File: src/design/hlfr_pkg.sv
// Shared types and constants for the header/length frame receiver.
`timescale 1ns / 1ps

package hlfr_pkg;

    localparam int COUNT_W    = 7;
    localparam int EXPECT_W   = 9;
    localparam int BYTE_W     = 8;
    localparam int OVERHEAD_W = 4;
    localparam int INDEX_W    = 6;

    localparam logic [BYTE_W-1:0]     HEADER_RESET   = 8'hAF;
    localparam logic [OVERHEAD_W-1:0] OVERHEAD_RESET = 4'd4;

    // Request commands.
    typedef enum logic [1:0] {
        CMD_BYTE    = 2'd0,
        CMD_RELEASE = 2'd1,
        CMD_READ    = 2'd2
    } t_command;

    // Configuration register indexes.
    typedef enum logic [0:0] {
        CFG_HEADER   = 1'b0,
        CFG_OVERHEAD = 1'b1
    } t_cfg_reg;

    // Input request payload.
    typedef struct packed {
        t_command           command;
        logic [BYTE_W-1:0]  rx_byte;
        logic [INDEX_W-1:0] buf_index;
    } t_rx_item;

    // Result payload.
    typedef struct packed {
        logic               frame_done;
        logic [COUNT_W-1:0] byte_count;
        logic               header_seen;
        logic [BYTE_W-1:0]  read_data;
    } t_rx_result;

    // Frame status after one request.
    typedef struct packed {
        logic               done;
        logic [COUNT_W-1:0] count;
        logic               in_frame;
    } t_frame_status;

    // Buffer write control.
    typedef struct packed {
        logic              en;
        logic [BYTE_W-1:0] data;
    } t_buf_wr;

endpackage

File: src/design/hlfr_ram.sv
// Generic single-write, single-read RAM with registered read data.
`timescale 1ns / 1ps

module hlfr_ram #(
    parameter int WIDTH = 8,
    parameter int DEPTH = 64
) (
    input  logic                     i_clk,
    input  logic                     i_we,
    input  logic [$clog2(DEPTH)-1:0] i_waddr,
    input  logic [WIDTH-1:0]         i_wdata,
    input  logic                     i_re,
    input  logic [$clog2(DEPTH)-1:0] i_raddr,
    output logic [WIDTH-1:0]         o_rdata
);

    logic [WIDTH-1:0] r_mem [DEPTH];
    logic [WIDTH-1:0] r_rdata;

    // Write port.
    always_ff @(posedge i_clk) begin
        if (i_we) begin
            r_mem[i_waddr] <= i_wdata;
        end
    end

    // Read port; data holds until the next read.
    always_ff @(posedge i_clk) begin
        if (i_re) begin
            r_rdata <= r_mem[i_raddr];
        end
    end

    assign o_rdata = r_rdata;

endmodule

File: src/design/hlfr_ctrl.sv
// Frame state registers, configuration registers and per-request update logic.
`timescale 1ns / 1ps

module hlfr_ctrl #(
    parameter int BUFFER_BYTES = 64
) (
    input  logic                            i_clk,
    input  logic                            i_rst_n,
    input  logic                            i_step,
    input  hlfr_pkg::t_rx_item              i_item,
    input  logic                            i_cfg_we,
    input  hlfr_pkg::t_cfg_reg              i_cfg_index,
    input  logic [7:0]                      i_cfg_data,
    output hlfr_pkg::t_frame_status         o_status,
    output hlfr_pkg::t_buf_wr               o_wr,
    output logic [$clog2(BUFFER_BYTES)-1:0] o_wr_addr
);

    import hlfr_pkg::*;

    localparam int AW = $clog2(BUFFER_BYTES);
    localparam logic [COUNT_W-1:0]  COUNT_LIMIT = COUNT_W'(BUFFER_BYTES);
    localparam logic [EXPECT_W-1:0] EXPECT_IDLE = EXPECT_W'(BUFFER_BYTES);
    localparam logic [COUNT_W-1:0]  COUNT_LEN   = COUNT_W'(2);

    logic [BYTE_W-1:0]     r_header;
    logic [OVERHEAD_W-1:0] r_overhead;
    logic [COUNT_W-1:0]    r_count;
    logic                  r_done;
    logic                  r_in_frame;
    logic [EXPECT_W-1:0]   r_expect;

    logic [COUNT_W-1:0]    n_count;
    logic                  n_done;
    logic                  n_in_frame;
    logic [EXPECT_W-1:0]   n_expect;
    logic [COUNT_W-1:0]    wr_pos;
    logic                  wr_en;

    // Configuration registers.
    always_ff @(posedge i_clk) begin
        if (!i_rst_n) begin
            r_header   <= HEADER_RESET;
            r_overhead <= OVERHEAD_RESET;
        end else if (i_cfg_we) begin
            case (i_cfg_index)
                CFG_HEADER:   r_header   <= i_cfg_data;
                CFG_OVERHEAD: r_overhead <= i_cfg_data[OVERHEAD_W-1:0];
                default:      r_header   <= r_header;
            endcase
        end
    end

    // Next frame state for the request at the input.
    always_comb begin
        n_count    = r_count;
        n_done     = r_done;
        n_in_frame = r_in_frame;
        n_expect   = r_expect;
        wr_pos     = '0;
        wr_en      = 1'b0;
        case (i_item.command)
            CMD_BYTE: begin
                if (!r_done && r_in_frame) begin
                    // Buffer full: restart at the first entry and drop the frame.
                    if (r_count >= COUNT_LIMIT) begin
                        n_count    = '0;
                        n_in_frame = 1'b0;
                        n_expect   = EXPECT_IDLE;
                    end
                    wr_en   = 1'b1;
                    wr_pos  = n_count;
                    n_count = n_count + COUNT_W'(1);
                    // The second byte carries the length.
                    if (n_count == COUNT_LEN) begin
                        n_expect = EXPECT_W'(i_item.rx_byte) + EXPECT_W'(r_overhead);
                    end
                    // Frame complete.
                    if (EXPECT_W'(n_count) == n_expect) begin
                        n_count    = n_count - COUNT_W'(1);
                        n_done     = 1'b1;
                        n_in_frame = 1'b0;
                        n_expect   = EXPECT_IDLE;
                    end
                end else if (!r_done && i_item.rx_byte == r_header) begin
                    // Header found: start collecting.
                    n_in_frame = 1'b1;
                    wr_en      = 1'b1;
                    wr_pos     = (r_count < COUNT_LIMIT) ? r_count : '0;
                    n_count    = r_count + COUNT_W'(1);
                end
            end
            CMD_RELEASE: begin
                n_count = '0;
                n_done  = 1'b0;
            end
            default: begin
                n_count = r_count;
            end
        endcase
    end

    // Frame state registers.
    always_ff @(posedge i_clk) begin
        if (!i_rst_n) begin
            r_count    <= '0;
            r_done     <= 1'b0;
            r_in_frame <= 1'b0;
            r_expect   <= EXPECT_IDLE;
        end else if (i_step) begin
            r_count    <= n_count;
            r_done     <= n_done;
            r_in_frame <= n_in_frame;
            r_expect   <= n_expect;
        end
    end

    assign o_status.done     = n_done;
    assign o_status.count    = n_count;
    assign o_status.in_frame = n_in_frame;
    assign o_wr.en           = wr_en & i_step;
    assign o_wr.data         = i_item.rx_byte;
    assign o_wr_addr         = AW'(wr_pos);

endmodule

File: src/design/header_length_frame_receiver.sv
// Top level of the header/length frame receiver: handshakes, result register, buffer.
//
//  Channel  | Signals                                  | Role
//  ---------+------------------------------------------+------------------------------
//  in       | i_in_valid, o_in_ready, i_in             | byte, release or read request
//  out      | o_out_valid, i_out_ready, o_out          | status and read data per request
//  cfg      | i_cfg_valid, o_cfg_ready, i_cfg_index,   | header byte and length overhead
//           | i_cfg_data                               |
//
// The frame update is combinational between the state registers and the result register;
// one request can be taken every cycle unless a stalled result holds the input off.
// The result appears in the cycle after its request; read data comes from the buffer's
// registered read port. A stalled result holds the input off only while it waits.
// Reset is synchronous and holds both ready outputs low; buffer contents are not
// cleared and hold garbage until written.
`timescale 1ns / 1ps

module header_length_frame_receiver #(
    parameter int BUFFER_BYTES = 64
) (
    input  logic                 i_clk,
    input  logic                 i_rst_n,
    input  logic                 i_in_valid,
    output logic                 o_in_ready,
    input  hlfr_pkg::t_rx_item   i_in,
    output logic                 o_out_valid,
    input  logic                 i_out_ready,
    output hlfr_pkg::t_rx_result o_out,
    input  logic                 i_cfg_valid,
    output logic                 o_cfg_ready,
    input  hlfr_pkg::t_cfg_reg   i_cfg_index,
    input  logic [7:0]           i_cfg_data
);

    import hlfr_pkg::*;

    localparam int AW = $clog2(BUFFER_BYTES);

    logic                 step;
    t_frame_status        status;
    t_buf_wr              buf_wr;
    logic [AW-1:0]        buf_waddr;
    logic [BYTE_W-1:0]    buf_rdata;
    logic                 rd_hit;

    logic                 r_out_valid;
    t_frame_status        r_out_status;
    logic                 r_rd_sel;

    // A request is taken when the result register is empty or is being emptied.
    assign o_in_ready  = i_rst_n && (!r_out_valid || i_out_ready);
    assign step        = i_in_valid && o_in_ready;
    assign o_cfg_ready = i_rst_n;

    // Read requests inside the buffer return data; all others return zero.
    assign rd_hit = (i_in.command == CMD_READ) &&
                    (COUNT_W'(i_in.buf_index) < COUNT_W'(BUFFER_BYTES));

    hlfr_ctrl #(
        .BUFFER_BYTES(BUFFER_BYTES)
    ) u_ctrl (
        .i_clk       (i_clk),
        .i_rst_n     (i_rst_n),
        .i_step      (step),
        .i_item      (i_in),
        .i_cfg_we    (i_cfg_valid),
        .i_cfg_index (i_cfg_index),
        .i_cfg_data  (i_cfg_data),
        .o_status    (status),
        .o_wr        (buf_wr),
        .o_wr_addr   (buf_waddr)
    );

    hlfr_ram #(
        .WIDTH(BYTE_W),
        .DEPTH(BUFFER_BYTES)
    ) u_buf (
        .i_clk   (i_clk),
        .i_we    (buf_wr.en),
        .i_waddr (buf_waddr),
        .i_wdata (buf_wr.data),
        .i_re    (step),
        .i_raddr (AW'(i_in.buf_index)),
        .o_rdata (buf_rdata)
    );

    // Result register valid flag.
    always_ff @(posedge i_clk) begin
        if (!i_rst_n) begin
            r_out_valid <= 1'b0;
        end else if (step) begin
            r_out_valid <= 1'b1;
        end else if (i_out_ready) begin
            r_out_valid <= 1'b0;
        end
    end

    // Result payload, loaded with each request.
    always_ff @(posedge i_clk) begin
        if (step) begin
            r_out_status <= status;
            r_rd_sel     <= rd_hit;
        end
    end

    assign o_out_valid       = r_out_valid;
    assign o_out.frame_done  = r_out_status.done;
    assign o_out.byte_count  = r_out_status.count;
    assign o_out.header_seen = r_out_status.in_frame;
    assign o_out.read_data   = r_rd_sel ? buf_rdata : '0;

endmodule

File: config.mk
export PLATFORM = sky130hd
export DESIGN_NAME = header_length_frame_receiver
export DESIGN_NICKNAME = d
export VERILOG_FILES = /design/src/design/hlfr_pkg.sv /design/src/design/hlfr_ram.sv /design/src/design/hlfr_ctrl.sv /design/src/design/header_length_frame_receiver.sv
export SDC_FILE = /design/constraint.sdc
export NUM_CORES = 1
export LEC_CHECK = 0
export BUFFER_PORTS_ARGS = -buffer_cell sky130_fd_sc_hd__clkbuf_2
export CELL_PAD_IN_SITES_DETAIL_PLACEMENT = 1
export CELL_PAD_IN_SITES_GLOBAL_PLACEMENT = 2
export CORE_UTILIZATION = 53
export DETAILED_ROUTE_END_ITERATION = 6
export PLACE_DENSITY = 0.95
export SETUP_SLACK_MARGIN = 0.3
export SLEW_MARGIN = 20
export SYNTH_ARGS = -nofsm -noshare
export SYNTH_HDL_FRONTEND = slang
export SYNTH_SLANG_ARGS = --single-unit
File: constraint.sdc
create_clock -name i_clk -period 7.55 [get_ports i_clk]
set_clock_uncertainty 0.2 [all_clocks]
set_input_delay 0.755 -clock i_clk [delete_from_list [all_inputs] [get_ports i_clk]]
set_output_delay 0.755 -clock i_clk [all_outputs]
set_load 0.05 [all_outputs]
# Word level (Yosys, flattened, before mapping)
# Memories as Yosys holds them, arrays and structs flattened. A register that Yosys moved wholly into a read port is not among the register bits.
# Cells that the tools add are included.
dict set report word_totals {
  register_bits 41
  ram_bits 512
  input_bits 30
  output_inout_bits 20
  memories 1
}
# name words width rd rd_clocked_by_memory_dff write_ports line_no
set mem_list {}
lappend mem_list {u_buf.r_mem 64 8 1 1 1 hlfr_ram.sv:17} ;# logic [WIDTH-1:0] r_mem [DEPTH];
dict set report op_classes {
  add_sub_neg 4
  magnitude_cmp 2
  eq_ne 5
  n_mux 32
  bitwise 2
  reduce_logical 12
}
# operator n
set op_table {}
lappend op_table {{$mux W9} 5}
lappend op_table {{$mux W7} 6}
lappend op_table {{$mux W6} 4}
lappend op_table {{$add A7 B1 Y7 const B} 2}
lappend op_table {{$mux W1} 14}
lappend op_table {{$pmux W7 S2} 1}
lappend op_table {{$add A8 B4 Y9} 1}
lappend op_table {{$eq A7 B9 Y1} 1}
lappend op_table {{$eq A8 B8 Y1} 1}
lappend op_table {{$mux W8} 1}
lappend op_table {{$eq A7 B2 Y1 const B} 1}
lappend op_table {{$ge A7 B7 Y1 const B} 1}
lappend op_table {{$lt A7 B7 Y1 const B} 1}
lappend op_table {{$sub A7 B1 Y7 const B} 1}
lappend op_table {{$logic_and A1 B1 Y1} 4}
lappend op_table {{$reduce_and A2 Y1} 2}
lappend op_table {{$reduce_and A3 Y1} 1}
lappend op_table {{$eq A2 B1 Y1 const B} 1}
lappend op_table {{$eq A2 B2 Y1 const B} 1}
lappend op_table {{$logic_not A1 Y1} 2}
lappend op_table {{$logic_not A2 Y1} 1}
lappend op_table {{$pmux W1 S2} 1}
lappend op_table {{$reduce_bool A2 Y1} 1}
lappend op_table {{$and A1 B1 Y1} 1}
lappend op_table {{other kinds (2)} 2}

# Depth between registers and ports, before layout
dict set report logic_depth {
  word_depth 13
  depth_mapped 16
  ltp_nobuf 12
}

# Modules after synthesis
# From an unflattened synthesis, not the netlist that was laid out.
dict set report unflattened {
  cells_unflattened 1342
  hier_area_um2 23476.3
}
# mod n_inst cells_each area_each_um2 seq_area_each_um2
set by_module_without_submodules {}
lappend by_module_without_submodules {hlfr_ram 1 940 20246.9 15615.0}
lappend by_module_without_submodules {hlfr_ctrl 1 376 2807.7 600.6}
lappend by_module_without_submodules {header_length_frame_receiver 1 26 421.7 320.3}

# Worst setup path before layout
# OpenSTA, ideal clock, no wires.
dict set report synth_timing {
  kind {input port to flip-flop}
  startpoint {in i_in[0] (netlist name)}
  endpoint {reg u_buf.r_rdata[0], in the netlist u_buf.o_rdata[0] (read register of u_buf.r_mem) (data pin)}
  setup_time_ps 272
  t_arrival_ps 3259
  t_required_ps 7078
  setup_slack_ps 3819
  cell_stages 5
  path_cell_list {clkbuf_1 buf_1 mux4_2 mux4_2 mux4_2}
}
# element line_no
set synth_lines {}
lappend synth_lines {{from (decl)} header_length_frame_receiver.sv:25} ;# input hlfr_pkg::t_rx_item i_in,
lappend synth_lines {{to (decl)} hlfr_ram.sv:18} ;# logic [WIDTH-1:0] r_rdata;

# Final worst setup path
dict set report layout_timing {
  startpoint {in i_in[10] (netlist name)}
  endpoint {mem u_buf.r_mem[59][4] (enable)}
}
dict set report layout_via {
  elab_chain_cells 8
  elab_cells_between_ends 11
  cone_classes {1 x eq/ne; 8 x mux; 1 x bitwise; 1 x reduce/logical}
}
# element line_no
set layout_rtl {}
lappend layout_rtl {{$eq A8 B8 Y1 *} hlfr_ctrl.sv:85} ;# end else if (!r_done && i_item.rx_byte == r_header) begin
lappend layout_rtl {{$logic_and A1 B1 Y1 *} hlfr_ctrl.sv:85}
lappend layout_rtl {{$mux W1} hlfr_ctrl.sv:85}
lappend layout_rtl {{$mux W1} hlfr_ctrl.sv:64} ;# if (!r_done && r_in_frame) begin
lappend layout_rtl {{$mux W1} hlfr_ctrl.sv:62} ;# case (i_item.command)
lappend layout_rtl {{$and A1 B1 Y1} hlfr_ctrl.sv:121} ;# assign o_wr.en = wr_en & i_step;
lappend layout_rtl {{$mux W1} hlfr_ram.sv:22} ;# if (i_we) begin
lappend layout_rtl {{$mux W1 (not written as such)} hlfr_ram.sv:23} ;# r_mem[i_waddr] <= i_wdata;
lappend layout_rtl {{to (decl)} hlfr_ram.sv:17}
# Every way passes the cells marked *; elsewhere a longest branch is shown, timed or not.

==> results.md <==
* Final hold violation count at 0
* Slew margin rel. at 24.0%
* Cell area after synthesis at 22,800 um2
* Top cells by instance count after synthesis: edfxtp_1 (530), mux4_2 (168), nor2_1 (87), nand2_1 (54), clkbuf_1 (39)
* Peak supply drop at 0.169 mV
* Status: finished, final reports clean
* Yosys warns at 0
* Yosys cell types at 66
* Pwr per Cell Area at 257 nW/um2
* Cts repair resizes at 0
* Antenna Cells at 0
* RSZ-0062 raised after global routing: false
* Iter 0 DRT Violations at 1,187
* Routed Antenna Nets at 0
* Asr flop ratio synth at 0%
* DP Wirelength at 35,300 um
* Clock Tree Buf Depth at 3
* FF-to-FF End: u_ctrl.r_count[5]$_SDFFE_PN0P_
* Register area share after synthesis at 72.4%
* Predominant post-synthesis flop cell: edfxtp_1
* Number of global-route vias before repair at 12.6k
* Crit Path Max Fanout at 71
* Standard-cell rows at 75
* Die W at 210 um
* Max Slew Vio Count at 0
* Max_cap viols at 0
* WS Path Type: in2reg
* End-of-flow core utilization at 60.3%
* CP startpoint: i_in[10]
* Final min period at 4.64 ns
* Crit path DAT at 4.67 ns
* Num CTS Buffers at 55
* Final Hold Slack at 0.153 ns
* Crit. End Element: flip-flop
* CP endpoint: u_buf.r_mem[59][4]$_DFFE_PP_
* Number of cells on the worst reg-to-reg path at 12
* # clock sinks at 561
* Tcrit/Tclk final at 61.5%
* Initial Util at 54.1%
* Largest net degree at the start of global routing at 83
* Syn_nets at 1,210
* Number of synthesized flops with an enable pin at 530
* Area leader, netlist: edfxtp_1
* WP data required at 7.57 ns
* Num ports at 50
* Start of the worst register-to-register path: u_ctrl.r_count[0]$_SDFFE_PN0P_
* Slew of the pin with the lowest slew margin at 1.14 ns
* Die Y at 210 um
* First-pass iteration count of the detailed router at 5
* CORE AREA at 42,200 um2
* Placed Cells incl. Taps at 1,714
* Post-Route Setup TNS at 0 ns
* Startpoint types: input port
* Avg Cell Area, Syn at 19.5 um2
* DR vias at 11.8k
* Most numerous cell in the Yosys netlist: edfxtp_1
* Leakage power at 8.03 nW
* Clock Root Buffer: clkbuf_16
* Synthesized instance count at 1,171
* Fin nets at 1,272
* Area growth syn-to-layout at 11.7%
* Final total power at 0.00654 W
* Post-synth top area share at 69.7%
* Cts hold-fix bufs at 0
* Yosys reg bits at 561
* Endpoints failing setup at 0
* Total global routing track utilization at 26.7%
* Share of post-route cells with drive strength above 1 at 26.0%
* Global-route wire length before repair at 83,700 um
* Later-pin clock latency in the skew report at 0.61 ns
* CTS tree: yes
* Avg Vias per Cell at 6.46
* Post-CTS Setup Repair Bufs at 0
* Die Area at 43,900 um2
* Buffers on Ports at 49
* R2R Setup Slk at 3.08 ns
* Final std cells w/o fill at 1,819
* Clock Pin Slew Worst Setup and Hold Paths at 0.06 ns
* DR WL/cell at 30.9 um
* Remaining DRCs at 0
* Achievable frequency at 215 MHz
* Worst Hold Class: in2reg
* Final Wtd Congestion at 0.813
* Largest cells by area after synthesis: edfxtp_1 (70%), mux4_2 (17%), dfxtp_1 (2.7%), nor2_1 (1.4%), nand2_1 (0.89%)
* WL final at 56,200 um
* Initial antenna violation count at 1
* H-tree lvl count at 2
* Grt total ovfl at 0
-- metrics by stage --
step	setup slack (ns)	instance area [um2]
after floorplan	3.82	22800
after global placement	2.59	23600
after detailed placement	2.06	23600
after CTS	2.65	25500
after global routing	2.67	25500
final	2.91	25500
-- logic make-up after synthesis --
group	share of synthesized area [%]
xor+xnor	0.943
buf+inv	1.47
simple gates	4.94
fa+ha+maj	0.526
flops	72.4
compound gates	2.94
mux	16.7
-- critical path, cell delays in order --
cell and delay, ns:
clkbuf_2 0.07, buf_4 0.63, xnor2_1 0.21, nand4_1 0.15, nor4_1 0.23, buf_4 0.23, o21ai_0 0.23, nor3_1 0.59
nand3_1 0.65, nor2_1 0.85
-- layout make-up --
| class | instances | area (um2) |
|---|---|---|
| Clock buffer | 66 | 1440 |
| Clock inverter | 38 | 398 |
| Fill cell | 3603 | 16700 |
| Inverter | 13 | 48.8 |
| Multi-Input combinational cell | 533 | 5960 |
| Sequential cell | 561 | 16500 |
| Tap cell | 539 | 674 |
| Timing Repair Buffer | 69 | 427 |
-- per-layer routing --
layer,vias to the layer above,track usage (%),routed length (um)
li1,4929,-,-
met1,6248,36.1,22500
met2,481,45.4,28800
met3,100,3.85,3540
met4,0,8.43,1420
met5,-,0,0
-- state kept, by name, indices dropped and copies added, names as in the netlist --
name / flops
u_buf.r_mem: 512
o_out: 9
u_ctrl.r_expect: 9
u_buf.o_rdata: 8
u_ctrl.r_header: 8
u_ctrl.r_count: 7
u_ctrl.r_overhead: 4
o_out_valid: 1
r_rd_sel: 1
u_ctrl.r_done: 1
u_ctrl.r_in_frame: 1
-- cell usage in the layout (no fill, tap or decap), types with 3 or more instances in the layout --
cell,Yosys,layout
and2_1,15,15
clkinv_2,0,10
nor2b_1,5,5
and3_1,9,9
a32o_1,6,6
a22oi_1,4,4
o21a_1,3,3
clkbuf_1,39,10
mux4_2,168,168
nand3_1,25,25
nor3_1,13,11
nand3b_1,3,3
clkinv_1,0,14
a21o_1,4,4
nand2_1,54,54
xor2_1,8,8
nor2_1,87,87
inv_1,13,13
xnor2_1,14,14
nor4_1,4,4
dfxtp_1,31,31
clkbuf_16,0,56
nand4_1,3,3
clkinvlp_4,0,4
clkbuf_2,0,47
edfxtp_1,530,530
bufinv_16,0,8
a21oi_1,26,26
o21ai_0,10,10
buf_4,2,20
a211oi_1,5,5
ha_1,8,8
o211ai_1,5,5
a22o_1,3,3
nand2b_1,7,7
-- where the power goes --
group	switching (W)	total, W	internal [W]
clock network	0.00116	0.00279	0.00163
registers	0.00000496	0.00342	0.00341
logic	0.000204	0.000333	0.000129
-- worst min-delay path by stage --
stage	startpoint	to	slack [ns]	cells after the start
after CTS	i_cfg_data[5]	u_ctrl.r_header[5]$_SDFFE_PN1P_	0.13	3
after detailed placement	u_ctrl.r_overhead[0]$_SDFFE_PN0P_	u_ctrl.r_overhead[0]$_SDFFE_PN0P_	0.26	2
after floorplan	u_ctrl.r_overhead[0]$_SDFFE_PN0P_	u_ctrl.r_overhead[0]$_SDFFE_PN0P_	0.24	2
final	i_cfg_data[5]	u_ctrl.r_header[5]$_SDFFE_PN1P_	0.15	3
after global routing	i_cfg_data[7]	u_ctrl.r_header[7]$_SDFFE_PN1P_	0.17	3
after global placement	u_ctrl.r_overhead[0]$_SDFFE_PN0P_	u_ctrl.r_overhead[0]$_SDFFE_PN0P_	0.25	2
(Power assumes the default switching activity.)
